--- src/sv/hpb_pkg.sv ---
// ----------------------------------------------------------------------------
// hpb_pkg: shared definitions for the horizontal-to-page bitmap converter
// Sizes, register indexes, reset values, the block type handed between the
// front end and the emitter, and the 8x8 bit transpose.
// ----------------------------------------------------------------------------
package hpb_pkg;

  // Widest bitmap, in bytes, whose lines are kept in the strip store.
  localparam int unsigned MAX_COLUMNS  = 16;
  localparam int unsigned STORED_LINES = 7;
  localparam int unsigned BLOCK_SIZE   = 8;

  localparam int unsigned BYTE_W = 8;
  localparam int unsigned COL_W  = 5;
  localparam int unsigned PAGE_W = 5;
  localparam int unsigned LINE_W = 3;
  localparam int unsigned BEAT_W = 3;
  localparam int unsigned ADDR_W = (MAX_COLUMNS > 1) ? $clog2(MAX_COLUMNS) : 1;

  // Configuration port.
  localparam int unsigned CFG_IDX_W  = 1;
  localparam int unsigned CFG_DATA_W = 5;

  localparam logic [CFG_IDX_W-1:0] REG_COLUMNS = 1'd0;
  localparam logic [CFG_IDX_W-1:0] REG_PAGES   = 1'd1;

  localparam logic [COL_W-1:0]  COLUMNS_RESET = 5'd16;
  localparam logic [PAGE_W-1:0] PAGES_RESET   = 5'd8;

  typedef logic [BYTE_W-1:0] byte_t;
  typedef logic [BLOCK_SIZE-1:0][BYTE_W-1:0] block_t;

  // One complete 8x8 block on its way to the emitter.
  typedef struct packed {
    block_t lines;       // lines[i] is line i of the strip
    logic   frame_last;  // block is the final one of the frame
  } blk_t;

  // Column j of the result has bit 7-i equal to bit 7-j of line i.
  function automatic block_t transpose(block_t lines);
    block_t res;
    for (int j = 0; j < BLOCK_SIZE; j++) begin
      for (int i = 0; i < BLOCK_SIZE; i++) begin
        res[j][BYTE_W-1-i] = lines[i][BYTE_W-1-j];
      end
    end
    return res;
  endfunction

endpackage

--- src/sv/hpb_if.sv ---
// ----------------------------------------------------------------------------
// hpb_if: channel interfaces of the horizontal-to-page bitmap converter
// Pixel input channel, page output channel and configuration write channel,
// each a valid/ready handshake with its payload.
// ----------------------------------------------------------------------------
interface hpb_pix_if import hpb_pkg::*; ();
  logic  valid;
  logic  ready;
  byte_t pixel_byte;

  modport source (output valid, output pixel_byte, input ready);
  modport sink   (input valid, input pixel_byte, output ready);
endinterface

interface hpb_page_if import hpb_pkg::*; ();
  logic  valid;
  logic  ready;
  byte_t page_byte;
  logic  last_of_block;
  logic  last_of_frame;

  modport source (output valid, output page_byte, output last_of_block,
                  output last_of_frame, input ready);
  modport sink   (input valid, input page_byte, input last_of_block,
                  input last_of_frame, output ready);
endinterface

interface hpb_cfg_if import hpb_pkg::*; ();
  logic                  valid;
  logic                  ready;
  logic [CFG_IDX_W-1:0]  index;
  logic [CFG_DATA_W-1:0] data;

  modport source (output valid, output index, output data, input ready);
  modport sink   (input valid, input index, input data, output ready);
endinterface

--- src/sv/horizontal_to_page_bitmap.sv ---
// ----------------------------------------------------------------------------
// horizontal_to_page_bitmap: horizontal-mode to page-mode bitmap converter
// Turns raster-order pixel bytes into page bytes, one 8x8 block at a time.
// ----------------------------------------------------------------------------
// Pixel bytes of the first seven lines of each eight-line strip are taken one
// per cycle while the input is not held off, and written into a 7 x 16 byte
// strip store; each byte of the eighth line completes a block and yields
// eight page bytes, sent one beat per cycle from the output block register
// while the output is ready. The input keeps accepting while a block is still
// being sent: a store byte passes at once, and the next eighth-line byte
// waits in the stage register, holding off further input, until the last
// beat of the current block leaves. The first page byte of a block reaches
// the output once its eighth-line byte has passed the stage register and been
// loaded into the output block register. The strip store has no reset and
// needs no clearing; columns beyond the sixteenth are not stored and read as
// zero. The user must write the size registers only while the block is idle;
// the block itself does not enforce this. A size of zero acts as one.
// ----------------------------------------------------------------------------
module horizontal_to_page_bitmap import hpb_pkg::*; (
  input  logic       clk_i,
  input  logic       rst_ni,
  hpb_cfg_if.sink    cfg_i,
  hpb_pix_if.sink    pix_i,
  hpb_page_if.source page_o
);

  logic blk_valid;
  logic blk_ready;
  blk_t blk;

  hpb_front u_front (
    .clk_i       (clk_i),
    .rst_ni      (rst_ni),
    .cfg_i       (cfg_i),
    .pix_i       (pix_i),
    .blk_valid_o (blk_valid),
    .blk_o       (blk),
    .blk_ready_i (blk_ready)
  );

  hpb_emit u_emit (
    .clk_i       (clk_i),
    .rst_ni      (rst_ni),
    .blk_valid_i (blk_valid),
    .blk_i       (blk),
    .blk_ready_o (blk_ready),
    .page_o      (page_o)
  );

  // The frame ends only on the last beat of a block.
  a_frame_on_block_end: assert property (@(posedge clk_i) disable iff (!rst_ni)
    page_o.valid && page_o.last_of_frame |-> page_o.last_of_block)
    else $error("last_of_frame without last_of_block");

  // With nothing on the output, the input never stalls.
  a_idle_output_ready: assert property (@(posedge clk_i) disable iff (!rst_ni)
    !page_o.valid |-> pix_i.ready)
    else $error("input stalled while output is empty");

  // A block once started is sent without gaps until its last beat.
  a_block_continues: assert property (@(posedge clk_i) disable iff (!rst_ni)
    page_o.valid && page_o.ready && !page_o.last_of_block |=> page_o.valid)
    else $error("block output stopped before its last beat");

endmodule

--- src/sv/hpb_front.sv ---
// ----------------------------------------------------------------------------
// hpb_front: input side of the converter
// Holds the size registers and the raster counters, writes the first seven
// lines of each strip into the strip store, and on an eighth-line byte reads
// the matching column back into a stage register as a complete 8x8 block.
// ----------------------------------------------------------------------------
module hpb_front import hpb_pkg::*; (
  input  logic   clk_i,
  input  logic   rst_ni,
  hpb_cfg_if.sink cfg_i,
  hpb_pix_if.sink pix_i,
  output logic   blk_valid_o,
  output blk_t   blk_o,
  input  logic   blk_ready_i
);

  logic [COL_W-1:0]  columns_q;
  logic [PAGE_W-1:0] pages_q;
  logic [COL_W-1:0]  col_q, col_d;
  logic [PAGE_W-1:0] page_q, page_d;
  logic [LINE_W-1:0] line_q, line_d;

  logic              accept;
  logic              eighth_line;
  logic              in_range;
  logic              last_col, last_page;
  logic [COL_W-1:0]  col_limit;
  logic [PAGE_W-1:0] page_limit;
  logic [ADDR_W-1:0] addr;

  // Strip store: one row per column, one byte lane per stored line.
  byte_t             strip_mem_q [MAX_COLUMNS][STORED_LINES];
  byte_t             rd_q [STORED_LINES];

  logic              s1_valid_q;
  logic              s1_block_q;
  logic              s1_in_range_q;
  logic              s1_frame_q;
  byte_t             s1_byte_q;
  logic              s1_drain;

  // Configuration writes are always taken.
  assign cfg_i.ready = 1'b1;

  always_ff @(posedge clk_i or negedge rst_ni) begin
    if (!rst_ni) begin
      columns_q <= COLUMNS_RESET;
      pages_q   <= PAGES_RESET;
    end else if (cfg_i.valid) begin
      unique case (cfg_i.index)
        REG_COLUMNS: columns_q <= cfg_i.data;
        REG_PAGES:   pages_q   <= cfg_i.data;
        default: ;
      endcase
    end
  end

  // A size of zero counts as one.
  assign col_limit  = (columns_q == '0) ? COL_W'(1) : columns_q;
  assign page_limit = (pages_q == '0) ? PAGE_W'(1) : pages_q;
  assign last_col   = ({1'b0, col_q} + (COL_W+1)'(1)) >= {1'b0, col_limit};
  assign last_page  = ({1'b0, page_q} + (PAGE_W+1)'(1)) >= {1'b0, page_limit};

  assign eighth_line = (line_q == LINE_W'(STORED_LINES));
  assign in_range    = ({1'b0, col_q} < (COL_W+1)'(MAX_COLUMNS));
  assign addr        = col_q[ADDR_W-1:0];

  // The stage register empties when it holds a plain store beat or when
  // the emitter takes its block.
  assign s1_drain    = !s1_block_q || blk_ready_i;
  assign pix_i.ready = !s1_valid_q || s1_drain;
  assign accept      = pix_i.valid && pix_i.ready;

  // Raster counters: column within line, line within strip, strip.
  always_comb begin
    col_d  = col_q;
    line_d = line_q;
    page_d = page_q;
    if (accept) begin
      if (last_col) begin
        col_d = '0;
        if (eighth_line) begin
          line_d = '0;
          page_d = last_page ? '0 : page_q + PAGE_W'(1);
        end else begin
          line_d = line_q + LINE_W'(1);
        end
      end else begin
        col_d = col_q + COL_W'(1);
      end
    end
  end

  always_ff @(posedge clk_i or negedge rst_ni) begin
    if (!rst_ni) begin
      col_q  <= '0;
      line_q <= '0;
      page_q <= '0;
    end else begin
      col_q  <= col_d;
      line_q <= line_d;
      page_q <= page_d;
    end
  end

  // Strip store write for lines 0 to 6, registered row read for line 7.
  always_ff @(posedge clk_i) begin
    if (accept && !eighth_line && in_range) begin
      strip_mem_q[addr][line_q] <= pix_i.pixel_byte;
    end
  end

  always_ff @(posedge clk_i) begin
    if (accept) begin
      rd_q <= strip_mem_q[addr];
    end
  end

  // Stage register beside the read data.
  always_ff @(posedge clk_i or negedge rst_ni) begin
    if (!rst_ni) begin
      s1_valid_q <= 1'b0;
      s1_block_q <= 1'b0;
    end else if (accept) begin
      s1_valid_q <= 1'b1;
      s1_block_q <= eighth_line;
    end else if (s1_drain) begin
      s1_valid_q <= 1'b0;
      s1_block_q <= 1'b0;
    end
  end

  always_ff @(posedge clk_i) begin
    if (accept) begin
      s1_byte_q     <= pix_i.pixel_byte;
      s1_in_range_q <= in_range;
      s1_frame_q    <= last_col && last_page;
    end
  end

  // Assemble the block; columns beyond the store read as zero.
  always_comb begin
    for (int i = 0; i < STORED_LINES; i++) begin
      blk_o.lines[i] = s1_in_range_q ? rd_q[i] : '0;
    end
    blk_o.lines[STORED_LINES] = s1_byte_q;
    blk_o.frame_last          = s1_frame_q;
  end

  assign blk_valid_o = s1_valid_q && s1_block_q;

endmodule

--- src/sv/hpb_emit.sv ---
// ----------------------------------------------------------------------------
// hpb_emit: output side of the converter
// Transposes a complete 8x8 block into page bytes and sends them as eight
// output beats from a block register, one per cycle while the output is ready.
// ----------------------------------------------------------------------------
module hpb_emit import hpb_pkg::*; (
  input  logic      clk_i,
  input  logic      rst_ni,
  input  logic      blk_valid_i,
  input  blk_t      blk_i,
  output logic      blk_ready_o,
  hpb_page_if.source page_o
);

  block_t            cols_q;
  logic [BEAT_W-1:0] beat_q;
  logic              valid_q;
  logic              frame_q;
  logic              take;
  logic              last_beat;
  logic              load;

  assign last_beat   = (beat_q == BEAT_W'(BLOCK_SIZE-1));
  assign take        = page_o.valid && page_o.ready;
  // A new block may enter when the register is empty or its last beat leaves.
  assign blk_ready_o = !valid_q || (take && last_beat);
  assign load        = blk_valid_i && blk_ready_o;

  always_ff @(posedge clk_i or negedge rst_ni) begin
    if (!rst_ni) begin
      valid_q <= 1'b0;
      beat_q  <= '0;
    end else if (load) begin
      valid_q <= 1'b1;
      beat_q  <= '0;
    end else if (take) begin
      if (last_beat) begin
        valid_q <= 1'b0;
      end
      beat_q <= beat_q + BEAT_W'(1);
    end
  end

  always_ff @(posedge clk_i) begin
    if (load) begin
      cols_q  <= transpose(blk_i.lines);
      frame_q <= blk_i.frame_last;
    end
  end

  assign page_o.valid         = valid_q;
  assign page_o.page_byte     = cols_q[beat_q];
  assign page_o.last_of_block = last_beat;
  assign page_o.last_of_frame = last_beat && frame_q;

endmodule

--- src/flat_wrapper.sv ---
// flat-port wrapper written by rule: the top's interface ports become plain ports
module horizontal_to_page_bitmap_flat import hpb_pkg::*;
  (clk_i, rst_ni, cfg_i_valid, cfg_i_index, cfg_i_data, cfg_i_ready, pix_i_valid, pix_i_pixel_byte, pix_i_ready, page_o_valid, page_o_page_byte, page_o_last_of_block, page_o_last_of_frame, page_o_ready);
  hpb_cfg_if cfg_i_i ();
  hpb_pix_if pix_i_i ();
  hpb_page_if page_o_i ();
  input  logic clk_i;
  input  logic rst_ni;
  input wire logic [$bits(cfg_i_i.valid)-1:0] cfg_i_valid;
  input wire logic [$bits(cfg_i_i.index)-1:0] cfg_i_index;
  input wire logic [$bits(cfg_i_i.data)-1:0] cfg_i_data;
  output wire logic [$bits(cfg_i_i.ready)-1:0] cfg_i_ready;
  input wire logic [$bits(pix_i_i.valid)-1:0] pix_i_valid;
  input wire logic [$bits(pix_i_i.pixel_byte)-1:0] pix_i_pixel_byte;
  output wire logic [$bits(pix_i_i.ready)-1:0] pix_i_ready;
  output wire logic [$bits(page_o_i.valid)-1:0] page_o_valid;
  output wire logic [$bits(page_o_i.page_byte)-1:0] page_o_page_byte;
  output wire logic [$bits(page_o_i.last_of_block)-1:0] page_o_last_of_block;
  output wire logic [$bits(page_o_i.last_of_frame)-1:0] page_o_last_of_frame;
  input wire logic [$bits(page_o_i.ready)-1:0] page_o_ready;
  assign cfg_i_i.valid = cfg_i_valid;
  assign cfg_i_i.index = cfg_i_index;
  assign cfg_i_i.data = cfg_i_data;
  assign cfg_i_ready = cfg_i_i.ready;
  assign pix_i_i.valid = pix_i_valid;
  assign pix_i_i.pixel_byte = pix_i_pixel_byte;
  assign pix_i_ready = pix_i_i.ready;
  assign page_o_valid = page_o_i.valid;
  assign page_o_page_byte = page_o_i.page_byte;
  assign page_o_last_of_block = page_o_i.last_of_block;
  assign page_o_last_of_frame = page_o_i.last_of_frame;
  assign page_o_i.ready = page_o_ready;
  horizontal_to_page_bitmap u_core (.clk_i(clk_i), .rst_ni(rst_ni), .cfg_i(cfg_i_i), .pix_i(pix_i_i), .page_o(page_o_i));
endmodule
--- config.mk ---
export PLATFORM = sky130hd
export DESIGN_NAME = horizontal_to_page_bitmap_flat
export DESIGN_NICKNAME = d
export VERILOG_FILES = /design/src/sv/hpb_pkg.sv /design/src/sv/hpb_if.sv /design/src/sv/horizontal_to_page_bitmap.sv /design/src/sv/hpb_front.sv /design/src/sv/hpb_emit.sv /design/src/flat_wrapper.sv
export SDC_FILE = /design/constraint.sdc
export NUM_CORES = 1
export LEC_CHECK = 0
export ABC_AREA = 1
export BUFFER_PORTS_ARGS = -buffer_cell sky130_fd_sc_hd__buf_2
export CORE_MARGIN = 3
export CORE_UTILIZATION = 45
export CTS_CLUSTER_DIAMETER = 200
export DETAILED_ROUTE_END_ITERATION = 12
export GPL_ROUTABILITY_DRIVEN = 0
export SLEW_MARGIN = 5
export SYNTH_ARGS = -nofsm -noshare
export SYNTH_HDL_FRONTEND = slang
export SYNTH_HIERARCHICAL = 1
export SYNTH_SLANG_ARGS = --single-unit
--- constraint.sdc ---
create_clock -name clk_i -period 3.3 [get_ports clk_i]
set_input_delay 0.66 -clock clk_i [delete_from_list [all_inputs] [get_ports clk_i]]
set_output_delay 0.66 -clock clk_i [all_outputs]
set_load 0.01 [all_outputs]
# [Word-level counts from Yosys, hierarchy flattened]
# Memory sizes are Yosys's and may differ from the RTL's. A register that Yosys moved wholly into a read port is not among the register bits.
# Cells that the tools add are included.
[classes] order_cmp=6 n_reduce_logical=27 bitwise=2 addsub=6 eq_ne=2 muxes=19
[ops] cell="$mux W56" n=1
[ops] cell="$bmux W8 S3" n=1
[ops] cell="$demux W8 S3" n=1
[ops] cell="$mux W5" n=4
[ops] cell="$mux W8" n=2
[ops] cell="$add A5 B1 Y6 const B" n=2
[ops] cell="$ge A6 B5 Y1" n=2
[ops] cell="$add A5 B1 Y5 const B" n=2
[ops] cell="$logic_and A1 B1 Y1" n=10
[ops] cell="$logic_not A5 Y1" n=2
[ops] cell="$mux W3" n=3
[ops] cell="$reduce_and A2 Y1" n=4
[ops] cell="$mux W1" n=7
[ops] cell="$add A3 B1 Y3 const B" n=2
[ops] cell="$eq A3 B3 Y1 const B" n=2
[ops] cell="$reduce_bool A2 Y1" n=3
[ops] cell="$lt A5 B5 Y1 const B" n=1
[ops] cell="$ge A4 B4 Y1 const B" n=1
[ops] cell="$logic_not A1 Y1" n=4
[ops] cell="$lt A3 B4 Y1 const B" n=1
[ops] cell="$lt A4 B1 Y1 const B" n=1
[ops] cell="$not A3 Y4" n=1
[ops] cell="$logic_or A1 B1 Y1" n=3
[ops] cell="$reduce_and A3 Y1" n=1
[ops] cell="$not A1 Y1" n=1
[totals] in_bits=19 ramBits=896 output_inout_bits=13 word_cells=92 regBits=104 mem_count=1
[memory_table] memory="u_core.u_front.strip_mem_q" depth=16 width=56 rd=1 rd_ports_with_merged_regs=1 wr=1 line="hpb_front.sv:32" source="byte_t strip_mem_q [MAX_COLUMNS][STORED_LINES];"

# [Logic depth before layout (Yosys ltp)]
[logic_depth] ltp_word=10 depth_mapped=16 ltp_nobuf=13

# [Modules after synthesis]
# Netlist, hierarchy kept.
[modules_own_cells] mod="hpb_front" instances=1 seq_area_each_um2=29515.8 cells_each=3163 area_per_inst_um2=39256.4
[modules_own_cells] mod="hpb_emit" instances=1 seq_area_each_um2=2052.0 cells_each=301 area_per_inst_um2=3051.7

# [Least setup slack after synthesis]
# OpenSTA, ideal clock, no wires.
[synth_timing] path_type="register to register" startpoint="register u_core.u_emit.beat_q[0]" endpoint="register u_core/u_front/rd_q[0] in the netlist's numbering (read register of u_core.u_front.strip_mem_q) (enable)" stages_incl_launch_ff=10 path_slack_ns=-0.357 arrival_time_ns=3.201 t_required_ns=2.843 setup_time_ns=0.457 path_cell_list="dfrtp_1 > ha_1 > ha_1 > nand2_1 > nand2_1 > inv_1 > nand2_2 > nand2_2 > inv_2 > clkbuf_1"
[synth_between] elab_chain_cells=6
[synth_lines] item="start, declared" line="hpb_emit.sv:16" source="logic [BEAT_W-1:0] beat_q;"
[synth_lines] item="start signal, assigned" line="hpb_emit.sv:40" source="beat_q <= beat_q + BEAT_W'(1);"
[synth_lines] item="$eq A3 B3 Y1" line="hpb_emit.sv:23" source="assign last_beat = (beat_q == BEAT_W'(BLOCK_SIZE-1));"
[synth_lines] item="via page_o_last_of_block" line="flat_wrapper.sv:18" source="output wire logic [$bits(page_o_i.last_of_block)-1:0] page_o_last_of_block;"
[synth_lines] item="$logic_and A1 B1 Y1" line="hpb_emit.sv:26" source="assign blk_ready_o = !valid_q || (take && last_beat);"
[synth_lines] item="$logic_or A1 B1 Y1" line="hpb_emit.sv:26"
[synth_lines] item="via u_core.blk_ready" line="horizontal_to_page_bitmap.sv:28" source="logic blk_ready;"
[synth_lines] item="$logic_or A1 B1 Y1" line="hpb_front.sv:70" source="assign s1_drain = !s1_block_q || blk_ready_i;"
[synth_lines] item="$logic_or A1 B1 Y1" line="hpb_front.sv:71" source="assign pix_i.ready = !s1_valid_q || s1_drain;"
[synth_lines] item="via pix_i_ready" line="flat_wrapper.sv:15" source="output wire logic [$bits(pix_i_i.ready)-1:0] pix_i_ready;"
[synth_lines] item="$logic_and A1 B1 Y1" line="hpb_front.sv:72" source="assign accept = pix_i.valid && pix_i.ready;"
[synth_lines] item="via u_core.u_front.accept" line="hpb_front.sv:23" source="logic accept;"
[synth_lines] item="end, declared" line="hpb_front.sv:33" source="byte_t rd_q [STORED_LINES];"
# The timed path passes the listed nets, and every way through them passes these cells.
# A chain may end at the register's enable or synchronous reset.

# [Worst setup path after layout]
[layout_timing] startpoint="register u_core.u_emit.beat_q[0]" endpoint="output port page_o_page_byte[2]"
[layout_between] elab_chain_cells=2
[layout_lines] item="$bmux W8 S3" line="hpb_emit.sv:52" source="assign page_o.page_byte = cols_q[beat_q];"
[layout_lines] item="$mux W8 (not written as such)" line="hpb_emit.sv:52"
[layout_lines] item="end, declared" line="flat_wrapper.sv:17" source="output wire logic [$bits(page_o_i.page_byte)-1:0] page_o_page_byte;"
# Every way passes these cells. The select of a mux whose other input is x is not followed.

==> results.yml <==
status:
  outcome: "completed"
power_and_ir_drop:
  power.density_mw_per_mm2: 804
  leakage_nw: 16.9
  ir_drop_mv: 0.902
critical_path:
  cp-start-kind: "register"
  crit_cells: 8
  reg2reg_to: "u_core/u_front/strip_mem_q[8][16]"
  crit_top_cell: "nand2_1"
  crit_chain: "buf_4 > buf_4 > nand2_1 > nand3_1 > nand2_1 > nand2_1 > nand2_1 > buf_2"
  path_buf_inv: 3
  crit_start: "u_core/u_emit/beat_q[0]"
  worstSetupPathType: "reg2out"
  crit_end: "page_o_page_byte[2]"
  regToRegSetupSlack_ns: 0.39
  crit_slowest_cell: "buf_4"
  cp_top_family: "buffers and inverters"
  r2r-start: "u_core/u_emit/beat_q[1]"
  worst_setup_path_end_kind: "primary output"
  r2r_cells: 12
  crit_fanout: 21
  cp_data_arrival_time_ns: 2.46
  crit_required_ns: 2.64
  critical_path.max_stage_delay_ns: 0.39
synth:
  synth_most_common_cell: "edfxtp_1"
  ys_warn_count: 6
  syn_inst: 3464
  ys_types: 32
  synth_edf_count: 1027
  synth.avg_cell_area_um2: 12.2
  ys_ff_latch: 1056
  yosysSeqAreaShare: 0.746
  synth.top_cell.area_share: 0.729
  syn_area_mm2: 0.0423
  async_flop_share: 0.0275
  yosys-top-cells-area: "edfxtp_1, nor2_1, o21ai_0"
  ys.flop_type: "edfxtp_1"
  yosys-top-cells-count: "edfxtp_1, nor2_1, nand2_1, o21ai_0, o21ai_1"
  synth_largest_area_cell: "edfxtp_1"
  syn_nets: 3502
timing:
  setup_violations: 0
  period_needed_ns: 3.12
  worst_slew_pin_slew_ns: 1.08
  grt_setup_unrepaired: "false"
  tns_ns: 0
  clock_skew_ns: 0.0195
  fin_hold_ws_ns: 0.0562
  maxSlewViolCount: 0
  fin_crit_sh: 0.945
  fmax_ghz: 0.321
  finalHoldViolCount: 0
  max_slew_margin: 0.283
placed_design:
  io_buffer_count: 30
  dp_cells: 4709
  dpl_cell_area_mm2: 0.0445
  dp_hpwl_um: 59800
drt:
  wl_per_cell_um: 21.7
  drt-initial-drc-count: 2841
  routed_wl_um: 106000
  drt_pass1_iterations: 5
  via_per_inst: 5.42
  drc: 0
  vias: 26600
  ant_nets: 0
floorplanning:
  die_area_mm2: 0.0977
  rows: 111
  core_mm2: 0.0925
  top_level_ports: 32
  initial_core_util: 0.457
  die_w_um: 313
  die_y_um: 313
cts:
  path_clk_slew_ns: 0.06
  clk_path_buf_depth: 3
  cts_buffers: 107
  clk_latency_ns: 0.67
  post_cts_resized: 0
  cts_tree: "yes"
  cts_sinks: 1056
  ctsHtreeMaxLevel: 3
  hold_buffers: 0
  clock-root-buffer: "clkbuf_16"
  post_cts_buffers: 0
global_routing:
  grt_pass1_wl_um: 161000
  grt_max_degree: 225
  antenna_found_initial: 0
  grt_pass1_vias: 26000
  grt_overflow: 0
  grt_usage: 0.217
finish:
  drive_above_1_share: 0.104
  area_growth_syn_to_layout_pct: 13.7
  fin_cells: 4909
  fin_util: 0.520
  fillCellCount: 7922
  layout.nets: 3613
  antenna_cells: 0
  fin_area_mm2: 0.0481
job:
  max_cap_viol_count: 0
min_path:
  hp-class: "in2async"
-- power by group --
part / leakage, nW / switching (W) / internal (W)
Sequential: 9.65 / 0.000332 / 0.0158
Clock: 1.75 / 0.00504 / 0.00717
Combinational: 5.49 / 0.00747 / 0.00293
Total: 16.9 / 0.0128 / 0.0259
-- worst min path at each step --
stage / from / endpoint / slack, ns
after global routing: rst_ni / u_core/u_front/page_q[2] / 0.1
final: rst_ni / u_core/u_front/page_q[2] / 0.06
after floorplan: rst_ni / u_core/u_emit/beat_q[0] / 0.36
after global placement: u_core/u_front/s1_frame_q / u_core/u_emit/frame_q / 0.40
after CTS: rst_ni / u_core/u_front/columns_q[0] / 0.05
after detailed placement: u_core/u_front/s1_byte_q[4] / u_core/u_emit/cols_q[24] / 0.40
-- per-layer routing --
metal  part of all wire  GRT usage
met5                  0          0
met4              0.029     0.0703
met3              0.067     0.0323
met2               0.48      0.354
met1               0.43      0.301
-- state kept, by name (all words and copies together), names as in the netlist --
| register | flops |
|---|---|
| u_core/u_front/s1_byte_q | 8 |
| u_core/u_emit/page_o.valid | 1 |
| u_core/u_front/page_q | 5 |
| u_core/u_emit/cols_q | 64 |
| u_core/u_front/s1_valid_q | 1 |
| u_core/u_emit/beat_q | 3 |
| u_core/u_front/s1_frame_q | 1 |
| u_core/u_front/rd_q | 56 |
| u_core/u_front/line_q | 3 |
| u_core/u_front/col_q | 5 |
| u_core/u_front/s1_block_q | 1 |
| u_core/u_front/s1_in_range_q | 1 |
| u_core/u_front/columns_q | 5 |
| u_core/u_front/pages_q | 5 |
| u_core/u_front/strip_mem_q | 896 |
| u_core/u_emit/frame_q | 1 |
-- worst reg2reg max path, cell delays in order, from the launching register on --
cell	delay, ns
dfrtp_1	0.36
ha_1	0.16
ha_1	0.19
nand2_1	0.07
nand2_1	0.09
inv_1	0.07
nand2_2	0.09
nand2_2	0.12
clkinv_2	0.10
nand2_2	0.09
nor2_2	0.34
nand2_2	0.29
nor2_1	0.57
-- final cells by class --
cell class	instances	area [um2]	share of cell area
Clock buffer	124	2790	0.0581
Timing Repair Buffer	204	1680	0.0348
Sequential cell	1056	31600	0.656
Inverter	166	644	0.0134
Tap cell	1243	1560	0.0323
Clock inverter	76	776	0.0161
Multi-Input combinational cell	2040	9090	0.189
-- cell families (layout without fill, tap and decap cells) --
logic type,count (synthesis),in the layout,share of synthesized area
AND/OR/NAND/NOR,1315,1315,0.123
XOR/XNOR,6,6,0.00124
buffers and inverters,368,570,0.0395
other,1,1,0.0000886
adder cells (fa/ha/maj),19,19,0.00562
flip-flops,1056,1056,0.746
AO/OA/AOI/OAI,699,699,0.0848
-- placed cells by master, fill, tap and decap left out, types with 43 or more instances in the layout --
cell and count:
nand2_1 462, nand4_1 56, edfxtp_1 1027, clkbuf_16 109
inv_1 157, buf_4 166, o21ai_0 402, nand3_1 43
o21ai_1 232, nor2_1 721, o22ai_1 60
-- per-stage QoR --
stage / total power, W / setup WS [ns]
6_report: 0.0387 / 0.182
5_1_grt: 0.0407 / 0.0669
4_1_cts: 0.0389 / 0.160
3_5_place_dp: 0.0268 / 0.399
3_3_place_gp: 0.0267 / 0.389
2_1_floorplan: 0.0233 / 0.651
Note: power is estimated with default switching activity, not from simulation.
